===== config.mk =====
export PLATFORM = sky130hd
export DESIGN_NAME = wildcard_pattern_matcher_core
export DESIGN_NICKNAME = d
export VERILOG_FILES = /design/src/hw/rtl/wpm_pkg.sv /design/src/hw/rtl/wpm_front.sv /design/src/hw/rtl/wpm_cell.sv /design/src/hw/rtl/wpm_skid.sv /design/src/hw/rtl/wildcard_pattern_matcher_core.sv
export SDC_FILE = /design/constraint.sdc
export NUM_CORES = 2
export LEC_CHECK = 0
export ABC_CLOCK_PERIOD_IN_PS = 5900
export BUFFER_PORTS_ARGS = -buffer_cell sky130_fd_sc_hd__buf_4
export CAP_MARGIN = 10
export CORE_ASPECT_RATIO = 0.9
export CORE_MARGIN = 2
export CORE_UTILIZATION = 40
export CTS_CLUSTER_SIZE = 14
export DETAILED_ROUTE_END_ITERATION = 6
export GPL_ROUTABILITY_DRIVEN = 0
export PLACE_DENSITY = 0.56
export SYNTH_ARGS = -nofsm -noshare
export SYNTH_HDL_FRONTEND = slang
export SYNTH_HIERARCHICAL = 1
export SYNTH_SLANG_ARGS = --single-unit
export TNS_END_PERCENT = 10

===== constraint.sdc =====
create_clock -name clk -period 5.9 [get_ports clk]
set_input_delay 1.77 -clock clk [delete_from_list [all_inputs] [get_ports clk]]
set_output_delay 1.77 -clock clk [all_outputs]
set_load 0.01 [all_outputs]

===== src/hw/rtl/wpm_pkg.sv =====
package wpm_pkg;

  localparam int MAX_PATTERN = 64;
  localparam int PTR_W = (MAX_PATTERN > 1) ? $clog2(MAX_PATTERN) : 1;
  localparam int LEN_W = $clog2(MAX_PATTERN + 1);

  localparam logic [7:0] STAR_CH  = 8'd42;
  localparam logic [7:0] QMARK_CH = 8'd63;

  localparam logic CMD_LOAD = 1'b0;
  localparam logic CMD_TEXT = 1'b1;

  // One item as it travels down the cell chain.
  typedef struct packed {
    logic             valid;
    logic             is_text;
    logic [7:0]       ch;
    logic             last;
    logic             res;       // item yields a result at the far end
    logic             wr_en;
    logic [PTR_W-1:0] wpos;
    logic [LEN_W-1:0] lsc;
    logic [LEN_W-1:0] len;
    logic             matched;
    logic             text_done;
    logic             ovf;
    logic             bit_calc;  // new row bit of the cell to the left
    logic             bit_old;   // row bit of the cell to the left before this item
  } wpm_item_t;

  typedef struct packed {
    logic matched;
    logic text_done;
    logic overflow;
  } wpm_res_t;

endpackage


===== src/hw/rtl/wpm_front.sv =====
module wpm_front
  import wpm_pkg::*;
(
  input  logic      clk,
  input  logic      rst,
  input  logic      adv,
  input  logic      in_valid,
  input  logic      cmd,
  input  logic [7:0] ch,
  input  logic      last,
  output wpm_item_t item_out
);

  logic [LEN_W-1:0] len, len_next, len0;
  logic [LEN_W-1:0] lsc, lsc_next, lsc0;
  logic             fresh, fresh_next;
  logic             ovf, ovf_next, ovf0;
  logic             r0, r0_next;
  logic             accept;
  wpm_item_t        item_next;

  assign accept = in_valid && adv;

  always_comb begin
    len0       = fresh ? '0 : len;
    lsc0       = fresh ? '0 : lsc;
    ovf0       = fresh ? 1'b0 : ovf;
    len_next   = len;
    lsc_next   = lsc;
    ovf_next   = ovf;
    fresh_next = fresh;
    r0_next    = r0;

    item_next           = '0;
    item_next.valid     = in_valid;
    item_next.is_text   = (cmd == CMD_TEXT);
    item_next.ch        = ch;
    item_next.last      = last;
    item_next.bit_old   = r0;

    if (cmd == CMD_TEXT) begin
      // Column zero of the row is zero after any character.
      item_next.len       = len;
      item_next.lsc       = lsc;
      item_next.res       = 1'b1;
      item_next.text_done = last;
      item_next.ovf       = ovf;
      item_next.bit_calc  = 1'b0;
      r0_next             = last;
    end else begin
      len_next = len0;
      lsc_next = lsc0;
      ovf_next = ovf0;
      if (len0 < LEN_W'(MAX_PATTERN)) begin
        item_next.wr_en = 1'b1;
        item_next.wpos  = len0[PTR_W-1:0];
        if (ch == STAR_CH && lsc0 == len0) begin
          lsc_next = lsc0 + LEN_W'(1);
        end
        len_next = len0 + LEN_W'(1);
      end else begin
        ovf_next = 1'b1;
      end
      fresh_next          = last;
      r0_next             = 1'b1;
      item_next.len       = len_next;
      item_next.lsc       = lsc_next;
      item_next.res       = last;
      item_next.matched   = (lsc_next == len_next);
      item_next.text_done = 1'b1;
      item_next.ovf       = ovf_next;
      item_next.bit_calc  = 1'b1;
    end
  end

  always_ff @(posedge clk) begin
    if (rst) begin
      item_out.valid <= 1'b0;
      len            <= '0;
      lsc            <= '0;
      fresh          <= 1'b1;
      ovf            <= 1'b0;
      r0             <= 1'b1;
    end else begin
      if (adv) begin
        item_out <= item_next;
      end
      if (accept) begin
        len   <= len_next;
        lsc   <= lsc_next;
        fresh <= fresh_next;
        ovf   <= ovf_next;
        r0    <= r0_next;
      end
    end
  end

endmodule


===== src/hw/rtl/wpm_cell.sv =====
module wpm_cell
  import wpm_pkg::*;
(
  input  logic             clk,
  input  logic             rst,
  input  logic             adv,
  input  logic [PTR_W-1:0] pos,
  input  wpm_item_t        item_in,
  output wpm_item_t        item_out
);

  logic [7:0]       pchar;
  logic             rbit, rbit_next, calc;
  logic [LEN_W-1:0] idx;
  wpm_item_t        item_next;

  always_comb begin
    idx       = LEN_W'(pos) + LEN_W'(1);
    calc      = 1'b0;
    rbit_next = (idx <= item_in.lsc);
    item_next = item_in;
    if (item_in.is_text) begin
      if (idx <= item_in.len) begin
        if (pchar == STAR_CH) begin
          calc = rbit | item_in.bit_calc;
        end else if (pchar == QMARK_CH || pchar == item_in.ch) begin
          calc = item_in.bit_old;
        end
      end
      // A finished text puts the row back to its initial value.
      if (!item_in.last) begin
        rbit_next = calc;
      end
      if (idx == item_in.len) begin
        item_next.matched = calc;
      end
    end
    item_next.bit_calc = calc;
    item_next.bit_old  = rbit;
  end

  always_ff @(posedge clk) begin
    if (rst) begin
      item_out.valid <= 1'b0;
      rbit           <= 1'b0;
    end else if (adv) begin
      item_out <= item_next;
      if (item_in.valid) begin
        rbit <= rbit_next;
      end
    end
  end

  always_ff @(posedge clk) begin
    if (adv && item_in.valid && !item_in.is_text && item_in.wr_en && item_in.wpos == pos) begin
      pchar <= item_in.ch;
    end
  end

endmodule


===== src/hw/rtl/wpm_skid.sv =====
module wpm_skid
  import wpm_pkg::*;
(
  input  logic      clk,
  input  logic      rst,
  input  wpm_item_t item_in,
  input  logic      out_ready,
  output logic      adv,
  output logic      out_valid,
  output wpm_res_t  out_res
);

  logic     skid_valid;
  wpm_res_t skid_res, push_res;
  logic     push, pop;

  assign adv  = !skid_valid;
  assign push = adv && item_in.valid && item_in.res;
  assign pop  = out_valid && out_ready;

  always_comb begin
    push_res.matched   = item_in.matched;
    push_res.text_done = item_in.text_done;
    push_res.overflow  = item_in.ovf;
  end

  always_ff @(posedge clk) begin
    if (rst) begin
      out_valid  <= 1'b0;
      skid_valid <= 1'b0;
    end else if (!out_valid || pop) begin
      if (skid_valid) begin
        out_res    <= skid_res;
        out_valid  <= 1'b1;
        skid_valid <= 1'b0;
      end else begin
        out_res   <= push_res;
        out_valid <= push;
      end
    end else if (push) begin
      skid_res   <= push_res;
      skid_valid <= 1'b1;
    end
  end

endmodule


===== src/hw/rtl/wildcard_pattern_matcher_core.sv =====
// Channel   Dir  Signals                       Contents
// s_axis    in   tvalid tready tdata tuser     tdata: ch; tuser: cmd; tlast: last
//                tlast
// m_axis    out  tvalid tready tdata tuser     tdata: matched; tuser: overflow;
//                tlast                         tlast: text_done
//
// One item is accepted per cycle while the skid register is empty; every
// item passes an input stage, a chain of MAX_PATTERN cells (one per pattern
// position) and the output register.
// Reset is synchronous and empties the chain; the pattern starts out empty.
// A stalled output fills the skid register and then freezes the whole chain.
module wildcard_pattern_matcher_core
  import wpm_pkg::*;
(
  input  logic       clk,
  input  logic       rst,
  input  logic       s_axis_tvalid,
  output logic       s_axis_tready,
  input  logic [7:0] s_axis_tdata,   // [7:0] ch
  input  logic       s_axis_tuser,   // [0] cmd
  input  logic       s_axis_tlast,
  output logic       m_axis_tvalid,
  input  logic       m_axis_tready,
  output logic [7:0] m_axis_tdata,   // [0] matched, [7:1] zero
  output logic       m_axis_tuser,   // [0] overflow
  output logic       m_axis_tlast
);

  wpm_item_t chain [0:MAX_PATTERN];
  wpm_res_t  res;
  logic      adv;

  wpm_front u_front (
    .clk      (clk),
    .rst      (rst),
    .adv      (adv),
    .in_valid (s_axis_tvalid),
    .cmd      (s_axis_tuser),
    .ch       (s_axis_tdata),
    .last     (s_axis_tlast),
    .item_out (chain[0])
  );

  for (genvar k = 0; k < MAX_PATTERN; k++) begin : g_cell
    wpm_cell u_cell (
      .clk      (clk),
      .rst      (rst),
      .adv      (adv),
      .pos      (PTR_W'(k)),
      .item_in  (chain[k]),
      .item_out (chain[k+1])
    );
  end

  wpm_skid u_skid (
    .clk       (clk),
    .rst       (rst),
    .item_in   (chain[MAX_PATTERN]),
    .out_ready (m_axis_tready),
    .adv       (adv),
    .out_valid (m_axis_tvalid),
    .out_res   (res)
  );

  assign s_axis_tready = adv;
  assign m_axis_tdata  = {7'd0, res.matched};
  assign m_axis_tuser  = res.overflow;
  assign m_axis_tlast  = res.text_done;

endmodule


==> results_dict.tcl <==
set metrics [dict create \
    status "complete, but fails checks" \
    violations "DRC" \
    finalCritPeriodShare 0.653 \
    clkSinkCount 3038 \
    final-setup-viol-count 0 \
    r2r_cells 6 \
    std_cell_rows 204 \
    wl_um 291000 \
    whs_path_depth 0 \
    critPathArrivalTime_ps 2080 \
    grt_use_total 0.164 \
    fin_skew_ps 31.6 \
    num_vias 78380 \
    root_buffer "clkbuf_16" \
    drtIter0Drc 4954 \
    core_region_area_mm2 0.344 \
    syn2layout_area_growth_pct 16.8 \
    fillCellCount 29821 \
    drive_gt1_frac 0.0748 \
    wl_per_cell_um 17.7 \
    clk_pin_slew_worst_paths_ps 60 \
    port_buffers 18 \
    vdd_drop_max_v 0.000233 \
    die-area_mm2 0.350 \
    crit_family "buffers and inverters" \
    antenna_found_initial 3 \
    cts_resized 0 \
    cts_tree "done" \
    die_x_um 624 \
    critPathBufInv 2 \
    rsz0062_at_grt "false" \
    dp_cells 15856 \
    grt_remaining_overflow 0 \
    drv_slew 0 \
    stdcell_count 16439 \
    critPathMaxStageDelay_ps 440 \
    syn_inst 9682 \
    floorplan.initialDensity 0.402 \
    ant_nets 0 \
    worstPathMaxFanout 65 \
    netlist_area_mm2 0.138 \
    hold_buffers 0 \
    vias_per_cell 4.77 \
    cp.depth 2 \
    num_io_pins 26 \
    htreeDepth 5 \
    maxSlewHeadroom 0.200 \
    first_global_vias 80356 \
    fp.dieH_um 562 \
    grt_first_pass_wirelength_um 455000 \
    nets 12619 \
    tns_ps 0 \
    path_class "reg2out" \
    required_ps 4130 \
    yosys_warnings 6 \
    cts_setup_buffers 0 \
    syn_avg_cell_area_um2 14.3 \
    crit_path_end_kind "output port" \
    grt_max_degree 66 \
    drc_errors 1 \
    hold_viol 0 \
    cts_made_buffers 315 \
    maxCapViolCount 0 \
    dr.pass1.iters 7 \
    hold_path.class "reg2reg" \
    power_density_mw_per_mm2 300 \
    p_leak_nw 62.0 \
    period_needed_ps 3850 \
    fmax_mhz 260 \
    cp_slowest_cell "inv_8" \
    cp_cell_sequence "inv_8 > buf_4" \
    worst_pin_slew_ps 1190 \
    clock_latency_ps 920 \
    crit_path_start_kind "flip-flop" \
    fin_util 0.470 \
    clockBufferDepth 4 \
    dp_hpwl_um 220000 \
]
==> placed cells by master, fill, tap and decap left out, types with 215 or more instances in the layout <==
master and instances:
clkbuf_16 320, nand4_1 447, inv_1 957, ha_1 962, edfxtp_1 2890, conb_1 1607
a21oi_1 352, nor2_1 341, o21ai_0 215, xnor2_1 958, nand3_1 333
==> state kept, by name (all words and copies together), names as in the netlist, 3 cells and up <==
name and flops:
g_cell.u_cell/item_out 2399, g_cell.u_cell/pchar 512, g_cell.u_cell/rbit 64, u_front/item_out 38
u_front/len 7, u_front/lsc 7, u_skid/out_res 3, u_skid/skid_res 3
==> metrics by stage <==
| stage | hold slack (ps) | setup WS [ps] | area [um^2] | total power, mW |
|---|---|---|---|---|
| 6_report | 408 | 2050 | 161000 | 48.4 |
| 5_1_grt | 420 | 1940 | 161000 | 50.3 |
| 4_1_cts | 412 | 1950 | 161000 | 48.9 |
| 3_5_place_dp | 405 | 1820 | 151000 | 28.0 |
| 3_3_place_gp | 402 | 1820 | 151000 | 27.9 |
| 2_1_floorplan | 400 | 616 | 144000 | 27.2 |
==> cell type report <==
cell class	instances	area [um^2]	area share
timing repair buffer	70	606	0.00375
multi-input combinational	7258	51100	0.316
inverter	960	3610	0.0224
sequential	3038	89700	0.556
tap	4532	5670	0.0351
clock inverter	183	2250	0.0139
antenna	2	5.00	0.0000310
clock buffer	396	8530	0.0528
==> worst paths after layout <==
path | slack (ps) | end | startpoint
worst max-delay path | 2050 | s_axis_tready | u_skid/skid_valid
worst min-delay path | 410 | g_cell[33].u_cell/item_out[3] | g_cell[32].u_cell/item_out[3]
worst min register to register | 410 | g_cell[33].u_cell/item_out[3] | g_cell[32].u_cell/item_out[3]
worst max register to register | 2690 | g_cell[15].u_cell/pchar[6] | u_skid/skid_valid
==> power by group <==
part           internal (mW)  switching [mW]
combinational           1.07            1.59
sequential              24.4           0.625
clock                   12.3            8.40
==> worst reg2reg max path: cells and delay by family (launching register included) <==
family	cells	cell delay, ps
buffers and inverters	2	900
flip-flops	1	410
AND/OR/NAND/NOR	4	1510
==> routing by layer <==
| metal | wire length (um) | part of all wire | up-vias | global-route usage |
|---|---|---|---|---|
| met4 | 7450 | 0.026 | 0 | 0.0457 |
| met2 | 150000 | 0.51 | 1222 | 0.302 |
| li1 | - | - | 38610 | - |
| met1 | 124000 | 0.43 | 38057 | 0.203 |
| met3 | 9810 | 0.034 | 491 | 0.0194 |
| met5 | 0 | 0 | - | 0 |
Power figures use the tool's default switching activity.
